$ cat src/rtl/core/sshc_pkg.sv
// Shared types, constants and helpers for the sleep state hysteresis classifier.
// No dependencies.
package sshc_pkg;

  localparam int unsigned ThrW    = 16;
  localparam int unsigned CntW    = 8;
  localparam int unsigned FracW   = 9;
  localparam int unsigned PctW    = 7;
  localparam int unsigned StateW  = 2;
  localparam int unsigned CfgIdxW = 2;

  localparam logic [PctW-1:0]  OobPctLimit = 7'd20;
  localparam logic [FracW-1:0] MicGate     = 9'd64;
  localparam logic [CntW-1:0]  CntMax      = 8'd255;
  localparam logic [CntW-1:0]  StirSettle  = 8'd2;
  localparam logic [CntW-1:0]  AwakeSettle = 8'd3;

  // floor(x / 5) for x below 2^18: x * ceil(2^20 / 5) >> 20
  localparam int unsigned    OffShift = 20;
  localparam logic [17:0]    OffRecip = 18'((2 ** OffShift + 4) / 5);

  localparam logic [ThrW-1:0] AwakeThrRst   = 16'd300;
  localparam logic [ThrW-1:0] StirThrRst    = 16'd100;
  localparam logic [CntW-1:0] AwakeConfRst  = 8'd2;
  localparam logic [CntW-1:0] OobConfRst    = 8'd5;

  typedef enum logic [CfgIdxW-1:0] {
    CFG_AWAKE_THR  = 2'd0,
    CFG_STIR_THR   = 2'd1,
    CFG_AWAKE_CONF = 2'd2,
    CFG_OOB_CONF   = 2'd3
  } cfg_idx_e;

  typedef enum logic [StateW-1:0] {
    SS_UNKNOWN  = 2'd0,
    SS_ASLEEP   = 2'd1,
    SS_STIRRING = 2'd2,
    SS_AWAKE    = 2'd3
  } sleep_code_e;

  typedef enum logic [3:0] {
    PH_UNKNOWN  = 4'b0001,
    PH_ASLEEP   = 4'b0010,
    PH_STIRRING = 4'b0100,
    PH_AWAKE    = 4'b1000
  } phase_e;

  typedef struct packed {
    logic [ThrW-1:0] awake_thr;
    logic [ThrW-1:0] awake_off;
    logic [ThrW-1:0] stir_thr;
    logic [ThrW-1:0] stir_off;
    logic [CntW-1:0] awake_conf;
    logic [CntW-1:0] oob_conf;
  } cfg_t;

  typedef struct packed {
    logic [StateW-1:0] sleep_state;
    logic              state_changed;
    logic [CntW-1:0]   out_of_bed_run;
  } res_t;

  function automatic logic [ThrW-1:0] off_level(input logic [ThrW-1:0] thr);
    logic [17:0] x;
    logic [35:0] p;
    x = {1'b0, thr, 1'b0} + {2'b00, thr};
    p = 36'(x) * 36'(OffRecip);
    return p[OffShift +: ThrW];
  endfunction

  function automatic logic [CntW-1:0] inc_sat(input logic [CntW-1:0] v);
    return (v == CntMax) ? CntMax : v + 8'd1;
  endfunction

  function automatic logic [StateW-1:0] phase_code(input phase_e ph);
    logic [StateW-1:0] c;
    unique case (ph)
      PH_UNKNOWN:  c = SS_UNKNOWN;
      PH_ASLEEP:   c = SS_ASLEEP;
      PH_STIRRING: c = SS_STIRRING;
      PH_AWAKE:    c = SS_AWAKE;
      default:     c = SS_UNKNOWN;
    endcase
    return c;
  endfunction

endpackage

$ cat src/rtl/core/sshc_cfg.sv
// Configuration register file with precomputed off-levels.
// Depends on sshc_pkg.
module sshc_cfg (
  input  logic                          clk_i,
  input  logic                          rst_ni,
  input  logic                          cfg_we_i,
  input  logic [sshc_pkg::CfgIdxW-1:0]  cfg_idx_i,
  input  logic [sshc_pkg::ThrW-1:0]     cfg_wdata_i,
  output sshc_pkg::cfg_t                cfg_o
);

  sshc_pkg::cfg_t cfg_q;

  always_ff @(posedge clk_i or negedge rst_ni) begin
    if (!rst_ni) begin
      cfg_q.awake_thr  <= sshc_pkg::AwakeThrRst;
      cfg_q.awake_off  <= sshc_pkg::off_level(sshc_pkg::AwakeThrRst);
      cfg_q.stir_thr   <= sshc_pkg::StirThrRst;
      cfg_q.stir_off   <= sshc_pkg::off_level(sshc_pkg::StirThrRst);
      cfg_q.awake_conf <= sshc_pkg::AwakeConfRst;
      cfg_q.oob_conf   <= sshc_pkg::OobConfRst;
    end else if (cfg_we_i) begin
      unique case (sshc_pkg::cfg_idx_e'(cfg_idx_i))
        sshc_pkg::CFG_AWAKE_THR: begin
          cfg_q.awake_thr <= cfg_wdata_i;
          cfg_q.awake_off <= sshc_pkg::off_level(cfg_wdata_i);
        end
        sshc_pkg::CFG_STIR_THR: begin
          cfg_q.stir_thr <= cfg_wdata_i;
          cfg_q.stir_off <= sshc_pkg::off_level(cfg_wdata_i);
        end
        sshc_pkg::CFG_AWAKE_CONF: cfg_q.awake_conf <= cfg_wdata_i[sshc_pkg::CntW-1:0];
        sshc_pkg::CFG_OOB_CONF:   cfg_q.oob_conf   <= cfg_wdata_i[sshc_pkg::CntW-1:0];
        default: ;
      endcase
    end
  end

  assign cfg_o = cfg_q;

endmodule

$ cat src/rtl/core/sshc_fsm.sv
// Run counters, out-of-bed count and the four-state hysteresis machine.
// Depends on sshc_pkg.
module sshc_fsm (
  input  logic                       clk_i,
  input  logic                       rst_ni,
  input  logic                       upd_i,
  input  logic [sshc_pkg::ThrW-1:0]  act_i,
  input  logic [sshc_pkg::PctW-1:0]  bed_i,
  input  sshc_pkg::cfg_t             cfg_i,
  output sshc_pkg::res_t             res_o
);

  sshc_pkg::phase_e phase_q, phase_d, phase_nx;
  logic [sshc_pkg::CntW-1:0] aa_q, aa_d, ba_q, ba_d, as_q, as_d, bs_q, bs_d;
  logic [sshc_pkg::CntW-1:0] aa_t, ba_t, as_t, bs_t;
  logic [sshc_pkg::CntW-1:0] oob_q, oob_d;
  logic                      chg;

  always_comb begin
    oob_d = (bed_i < sshc_pkg::OobPctLimit) ? sshc_pkg::inc_sat(oob_q) : '0;

    aa_t = aa_q;
    ba_t = ba_q;
    if (act_i > cfg_i.awake_thr) begin
      aa_t = sshc_pkg::inc_sat(aa_q);
      ba_t = '0;
    end else if (act_i < cfg_i.awake_off) begin
      ba_t = sshc_pkg::inc_sat(ba_q);
      aa_t = '0;
    end

    as_t = as_q;
    bs_t = bs_q;
    if (act_i > cfg_i.stir_thr) begin
      as_t = sshc_pkg::inc_sat(as_q);
      bs_t = '0;
    end else if (act_i < cfg_i.stir_off) begin
      bs_t = sshc_pkg::inc_sat(bs_q);
      as_t = '0;
    end

    phase_nx = phase_q;
    unique case (phase_q)
      sshc_pkg::PH_UNKNOWN: begin
        phase_nx = (act_i > cfg_i.stir_thr) ? sshc_pkg::PH_STIRRING : sshc_pkg::PH_ASLEEP;
      end
      sshc_pkg::PH_ASLEEP: begin
        if (aa_t >= cfg_i.awake_conf) phase_nx = sshc_pkg::PH_AWAKE;
        else if (as_t != '0)          phase_nx = sshc_pkg::PH_STIRRING;
      end
      sshc_pkg::PH_STIRRING: begin
        if (aa_t >= cfg_i.awake_conf)         phase_nx = sshc_pkg::PH_AWAKE;
        else if (bs_t >= sshc_pkg::StirSettle) phase_nx = sshc_pkg::PH_ASLEEP;
      end
      sshc_pkg::PH_AWAKE: begin
        if (ba_t >= sshc_pkg::AwakeSettle) phase_nx = sshc_pkg::PH_STIRRING;
      end
      default: phase_nx = sshc_pkg::PH_UNKNOWN;
    endcase

    if (oob_d >= cfg_i.oob_conf) phase_nx = sshc_pkg::PH_AWAKE;

    chg     = (phase_nx != phase_q);
    phase_d = phase_nx;
    aa_d    = chg ? '0 : aa_t;
    ba_d    = chg ? '0 : ba_t;
    as_d    = chg ? '0 : as_t;
    bs_d    = chg ? '0 : bs_t;
  end

  always_ff @(posedge clk_i or negedge rst_ni) begin
    if (!rst_ni) begin
      phase_q <= sshc_pkg::PH_UNKNOWN;
      aa_q    <= '0;
      ba_q    <= '0;
      as_q    <= '0;
      bs_q    <= '0;
      oob_q   <= '0;
    end else if (upd_i) begin
      phase_q <= phase_d;
      aa_q    <= aa_d;
      ba_q    <= ba_d;
      as_q    <= as_d;
      bs_q    <= bs_d;
      oob_q   <= oob_d;
    end
  end

  assign res_o.sleep_state    = sshc_pkg::phase_code(phase_d);
  assign res_o.state_changed  = chg;
  assign res_o.out_of_bed_run = oob_d;

  a_phase_onehot: assert property (@(posedge clk_i) disable iff (!rst_ni)
    $onehot(phase_q))
    else $error("phase register lost one-hot encoding");

  a_change_clears: assert property (@(posedge clk_i) disable iff (!rst_ni)
    upd_i && chg |=> aa_q == '0 && ba_q == '0 && as_q == '0 && bs_q == '0)
    else $error("run counters not cleared on state change");

  a_oob_forces_awake: assert property (@(posedge clk_i) disable iff (!rst_ni)
    upd_i && (oob_d >= cfg_i.oob_conf) |=> phase_q == sshc_pkg::PH_AWAKE)
    else $error("sustained out-of-bed run did not force awake");

  a_hold_idle: assert property (@(posedge clk_i) disable iff (!rst_ni)
    !upd_i |=> $stable(phase_q) && $stable(oob_q))
    else $error("state moved without a transfer");

endmodule

$ cat src/rtl/core/sleep_state_hysteresis_classifier.sv
// Sleep state hysteresis classifier top level: input register, mic boost, result register.
// Depends on sshc_pkg, sshc_cfg and sshc_fsm.
//
// One epoch is accepted per clock cycle while out_ready_i is high; each result passes from
// its epoch transfer through the input register and then the result register, which loads
// it once the output slot is free. While a finished result waits on out_ready_i, the input
// register takes at most one more epoch and then holds in_ready_o low. The cycle time is set
// by the path from the input register through the 16x9 mic boost multiply, the saturating
// add and the threshold compares into the state and result registers. Configuration writes
// take effect at the next clock edge; write them only while the block holds no epoch.
module sleep_state_hysteresis_classifier (
  input  logic                          clk_i,
  input  logic                          rst_ni,
  input  logic                          cfg_we_i,
  input  logic [sshc_pkg::CfgIdxW-1:0]  cfg_idx_i,
  input  logic [sshc_pkg::ThrW-1:0]     cfg_wdata_i,
  input  logic                          in_valid_i,
  output logic                          in_ready_o,
  input  logic [sshc_pkg::ThrW-1:0]     activity_counts_i,
  input  logic [sshc_pkg::FracW-1:0]    mic_loud_fraction_i,
  input  logic [sshc_pkg::PctW-1:0]     in_bed_percent_i,
  output logic                          out_valid_o,
  input  logic                          out_ready_i,
  output logic [sshc_pkg::StateW-1:0]   sleep_state_o,
  output logic                          state_changed_o,
  output logic [sshc_pkg::CntW-1:0]     out_of_bed_run_o
);

  sshc_pkg::cfg_t cfg;
  sshc_pkg::res_t res, res_q;

  logic                         s1_valid_q, out_valid_q, fire;
  logic [sshc_pkg::ThrW-1:0]    act_q;
  logic [sshc_pkg::FracW-1:0]   frac_q;
  logic [sshc_pkg::PctW-1:0]    bed_q;
  logic [24:0]                  prod;
  logic [17:0]                  sum;
  logic [sshc_pkg::ThrW-1:0]    eff;

  sshc_cfg u_cfg (
    .clk_i       (clk_i),
    .rst_ni      (rst_ni),
    .cfg_we_i    (cfg_we_i),
    .cfg_idx_i   (cfg_idx_i),
    .cfg_wdata_i (cfg_wdata_i),
    .cfg_o       (cfg)
  );

  assign fire       = s1_valid_q && (!out_valid_q || out_ready_i);
  assign in_ready_o = !s1_valid_q || fire;

  always_ff @(posedge clk_i or negedge rst_ni) begin
    if (!rst_ni) begin
      s1_valid_q  <= 1'b0;
      out_valid_q <= 1'b0;
    end else begin
      if (in_ready_o) s1_valid_q <= in_valid_i;
      if (fire) begin
        out_valid_q <= 1'b1;
      end else if (out_ready_i) begin
        out_valid_q <= 1'b0;
      end
    end
  end

  always_ff @(posedge clk_i) begin
    if (in_valid_i && in_ready_o) begin
      act_q  <= activity_counts_i;
      frac_q <= mic_loud_fraction_i;
      bed_q  <= in_bed_percent_i;
    end
    if (fire) res_q <= res;
  end

  // boost activity by floor(stir_thr * frac / 256) when the mic was loud, saturate at max
  always_comb begin
    prod = 25'(cfg.stir_thr) * 25'(frac_q);
    sum  = {2'b00, act_q} + ((frac_q > sshc_pkg::MicGate) ? {1'b0, prod[24:8]} : 18'd0);
    eff  = (sum[17:16] != 2'b00) ? '1 : sum[sshc_pkg::ThrW-1:0];
  end

  sshc_fsm u_fsm (
    .clk_i  (clk_i),
    .rst_ni (rst_ni),
    .upd_i  (fire),
    .act_i  (eff),
    .bed_i  (bed_q),
    .cfg_i  (cfg),
    .res_o  (res)
  );

  assign out_valid_o      = out_valid_q;
  assign sleep_state_o    = res_q.sleep_state;
  assign state_changed_o  = res_q.state_changed;
  assign out_of_bed_run_o = res_q.out_of_bed_run;

endmodule
$ cat config.mk
export PLATFORM = sky130hd
export DESIGN_NAME = sleep_state_hysteresis_classifier
export DESIGN_NICKNAME = d
export VERILOG_FILES = /design/src/rtl/core/sshc_pkg.sv /design/src/rtl/core/sshc_cfg.sv /design/src/rtl/core/sshc_fsm.sv /design/src/rtl/core/sleep_state_hysteresis_classifier.sv
export SDC_FILE = /design/constraint.sdc
export NUM_CORES = 1
export LEC_CHECK = 0
export BUFFER_PORTS_ARGS = -buffer_cell sky130_fd_sc_hd__buf_2
export CORE_MARGIN = 4
export CORE_UTILIZATION = 45
export DETAILED_ROUTE_END_ITERATION = 8
export GPL_ROUTABILITY_DRIVEN = 0
export GPL_TIMING_DRIVEN = 0
export PLACE_DENSITY = 0.59
export SETUP_SLACK_MARGIN = 0.4
export SYNTH_ARGS = -nofsm -noshare
export SYNTH_HDL_FRONTEND = slang
export SYNTH_SLANG_ARGS = --single-unit
$ cat constraint.sdc
create_clock -name clk_i -period 20.5 [get_ports clk_i]
set_input_delay 2.05 -clock clk_i [delete_from_list [all_inputs] [get_ports clk_i]]
set_output_delay 2.05 -clock clk_i [all_outputs]
set_load 0.1 [all_outputs]
==> flow_metrics.env <==
export IMPL_placed_area_mm2=0.02110
export IMPL_ys_ff_latch=167
export IMPL_die_x_um=218.8
export IMPL_cp_required_ns=20.86
export IMPL_syn_inst=2096
export IMPL_synth_cell_type_count=81
export IMPL_slew_headroom_pct=11.62
export IMPL_reg2regPathDepth=59
export IMPL_num_io_pins=68
export IMPL_period_share_pct=74.05
export IMPL_dr_pass1_iters=5
export IMPL_rrSetupSlack_ns=5.32
export IMPL_cp_data_arrival_time_ns=15.54
export IMPL_grt_usage_pct=21.89
export IMPL_htree_levels=4
export IMPL_dr_total_vias=14970
export IMPL_synth_edf_count=41
export IMPL_async_reset_ff_share_pct=75.45
export IMPL_stdcell_area_mm2=0.02172
export IMPL_grt_overflow=0
export IMPL_hold_slack_ns=0.4838
export IMPL_ctsHoldBuffers=0
export IMPL_wl_per_cell_um=17.93
export IMPL_cp_max_fo=10
export IMPL_slowest_stage="a2111oi_0"
export IMPL_core_area_mm2=0.04355
export IMPL_cpMostUsedCell="a21o_1"
export IMPL_path_clk_slew_ns=0.07
export IMPL_critical_path_max_stage_delay_ns=1.01
export IMPL_die_area_mm2=0.04789
export IMPL_ant_nets=0
export IMPL_multiInputGateArea_mm2=0.01401
export IMPL_cts_max_path_buffers=2
export IMPL_stdcell_count=2779
export IMPL_finalCriticalPeriod_ns=15.18
export IMPL_drive_above_1_share_pct=9.025
export IMPL_seq_area_frac_synth_pct=22.04
export IMPL_fillers=4177
export IMPL_min_path_type="register to register"
export IMPL_cts_buffers=17
export IMPL_detail_route_iter0_violations=847
export IMPL_finalHoldViolCount=0
export IMPL_max_cap_violations=0
export IMPL_finalClockSkew_ns=0.01435
export IMPL_setup_viol=0
export IMPL_area_growth_pct=8.569
export IMPL_drt_total_wl_mm=49.83
export IMPL_cts_setup_buffers=0
export IMPL_cts_sinks=167
export IMPL_cts_resized_gates=0
export IMPL_cp_start_kind="register"
export IMPL_maxSlewViolCount=0
export IMPL_critPathCaptureType="register"
export IMPL_cts_tree="built"
export IMPL_hold_depth=2
export IMPL_path_class="register to register"
export IMPL_initial_core_util_pct=45.93
export IMPL_antenna_found_initial=3
export IMPL_vias_per_cell=5.386
export IMPL_setup_tns_ns=0
export IMPL_status="finished, final reports clean"
export IMPL_ys_flop_type="dfrtp_1"
export IMPL_clkLatencyLatePin_ns=0.48
export IMPL_drc=0
export IMPL_io_buffers=65
export IMPL_area_sequential_mm2=0.004408
export IMPL_clockRootBuffer="clkbuf_16"
export IMPL_nets=2724
export IMPL_fp_dieH_um=218.8
export IMPL_r2r_end="u_fsm.as_q[1]"
export IMPL_synth_warning_count=0
export IMPL_holdCritStartpoint="u_cfg.cfg_o[65]"
export IMPL_grt_pass1_vias=15820
export IMPL_rows=76
export IMPL_syn_area_mm2=0.02000
export IMPL_fmax_mhz=65.87
export IMPL_grt_pass1_wl_mm=82.69
export IMPL_syn_num_nets=2639
export IMPL_diodes=0
export IMPL_rsz0062_at_grt="no"
export IMPL_grt_max_degree=84
export IMPL_reg2reg_from="frac_q[2]"
export IMPL_whs_endpoint="u_cfg.cfg_o[65]"
export IMPL_dpl_hpwl_mm=40.55
export IMPL_dpl_cell_count=2747
export IMPL_worst_pin_slew_ns=1.318
export IMPL_syn_area_per_cell_um2=9.544
## cell families after synthesis
group	Yosys count	share of synthesized area, %
multiplexers	56	3.102
AND/OR/NAND/NOR	535	13.15
buffers and inverters	414	7.937
XOR/XNOR	71	3.109
AO/OA/AOI/OAI	365	12.83
adder cells (fa/ha/maj)	488	37.84
flip-flops	167	22.04
## routing by layer
layer | up-vias | track usage [%] | part of all wire [%]
met5 | - | 0 | 0.068
met2 | 259 | 37.63 | 49
met4 | 4 | 6.552 | 2.3
li1 | 7209 | - | -
met1 | 7421 | 28.63 | 45
met3 | 76 | 3.379 | 3.4
## metrics by stage
stage / setup slack [ns] / util (%)
after detailed placement: 5.385 / 48.44
after global routing: 3.947 / 49.87
after CTS: 5.283 / 49.87
after global placement: 5.354 / 48.36
after floorplan: 8.101 / -
final: 5.319 / 49.87
## area by class of cell
class | instances | share of cell area, %
multi-input cells | 1515 | 64.51
flip-flops and latches | 167 | 20.30
inverters | 348 | 6.015
well taps | 585 | 3.370
clock buffers | 20 | 2.155
repair buffers | 66 | 1.653
plain buffers | 66 | 1.296
clock inverters | 12 | 0.7086
## critical path, delay by kind of cell (launching register included)
| family | cells | cell delay (ns) |
|---|---|---|
| fa+ha+maj | 8 | 3.14 |
| xor+xnor | 1 | 0.18 |
| buf+inv | 7 | 1.73 |
| compound gates | 30 | 7.53 |
| simple gates | 13 | 2.20 |
| flops | 1 | 0.32 |
## synthesized netlist by cell type (all sizes together) (5+ instances only)
library cell | count | area [µm²]
inv | 348 | 1306
nor4 | 5 | 31.28
dfstp | 19 | 499.2
nand2 | 211 | 792.0
a31oi | 17 | 106.4
o211ai | 6 | 58.81
buf | 9 | 67.56
o21ai | 75 | 379.1
a211oi | 10 | 75.07
xnor2 | 47 | 411.6
mux2 | 48 | 540.5
a2111oi | 7 | 86.33
o22ai | 6 | 43.79
nor2b | 10 | 62.56
xor2 | 24 | 210.2
nor3 | 29 | 145.1
nand3b | 8 | 60.06
and4 | 8 | 70.07
o21a | 21 | 157.7
fa | 195 | 3904
nand2b | 10 | 62.56
a21o | 62 | 465.5
a32o | 6 | 60.06
nor2 | 72 | 289.0
and2 | 90 | 563.0
dfrtp | 107 | 2678
o31ai | 10 | 75.07
a21oi | 75 | 375.4
nand4 | 18 | 112.6
edfxtp | 41 | 1231
o21bai | 16 | 120.1
and3 | 25 | 156.4
mux2i | 8 | 80.08
clkbuf | 57 | 214.0
o41ai | 12 | 157.7
ha | 293 | 3666
nand3 | 34 | 170.2
## layout by cell type, fill, tap and decap left out, types with 7 or more instances in the layout
cell type  Yosys  layout
and2_1        90      89
fa_1         195     195
xnor2_1       47      47
nand2_1      211     211
nand4_1       18      18
nor3_1        29      29
o41ai_2        7       7
a31oi_1       17      17
o21ai_0       66      66
nand3_1       34      34
ha_1         293     293
o31ai_1       10      10
a21o_1        62      62
o21ai_1        8       8
dfrtp_1      107     107
o21a_1        21      21
a21oi_1       75      75
edfxtp_1      41      41
clkbuf_1      57      58
mux2i_1        8       8
o21bai_1      16      16
a211oi_1      10      10
nor2b_1       10      10
and4_1         8       8
mux2_2        48      48
nand2b_1      10      10
inv_1        347     347
dfstp_2       19      19
xor2_1        24      24
buf_2          3      67
nor2_1        70      70
and3_1        25      25
nand3b_1       8       8
clkbuf_16      0      18
## how the worst max path moves through the flow
| stage | from | endpoint | slack (ns) | cells after the start |
|---|---|---|---|---|
| 6_report | frac_q[2] | u_fsm.as_q[1] | 5.32 | 59 |
| 2_1_floorplan | frac_q[2] | u_fsm.as_q[1] | 8.10 | 59 |
| 3_5_place_dp | frac_q[2] | u_fsm.ba_q[2] | 5.39 | 61 |
| 5_1_grt | frac_q[2] | u_fsm.ba_q[3] | 3.95 | 61 |
| 3_3_place_gp | frac_q[2] | u_fsm.as_q[1] | 5.35 | 59 |
| 4_1_cts | frac_q[2] | u_fsm.as_q[1] | 5.28 | 59 |
## flip-flops by register name, summed over array words and instances, names as in the netlist
signal / count
state_changed_o: 1
s1_valid_q: 1
u_fsm.phase_q: 4
bed_q: 5
act_q: 16
out_valid_o: 1
sleep_state_o: 2
u_fsm.oob_q: 8
u_fsm.aa_q: 8
u_fsm.as_q: 8
u_fsm.bs_q: 8
frac_q: 9
u_cfg.cfg_o: 80
u_fsm.ba_q: 8
out_of_bed_run_o: 8
Power is not shown: default switching activity piles up to over one toggle a cycle in this logic, so the estimate is an artifact.
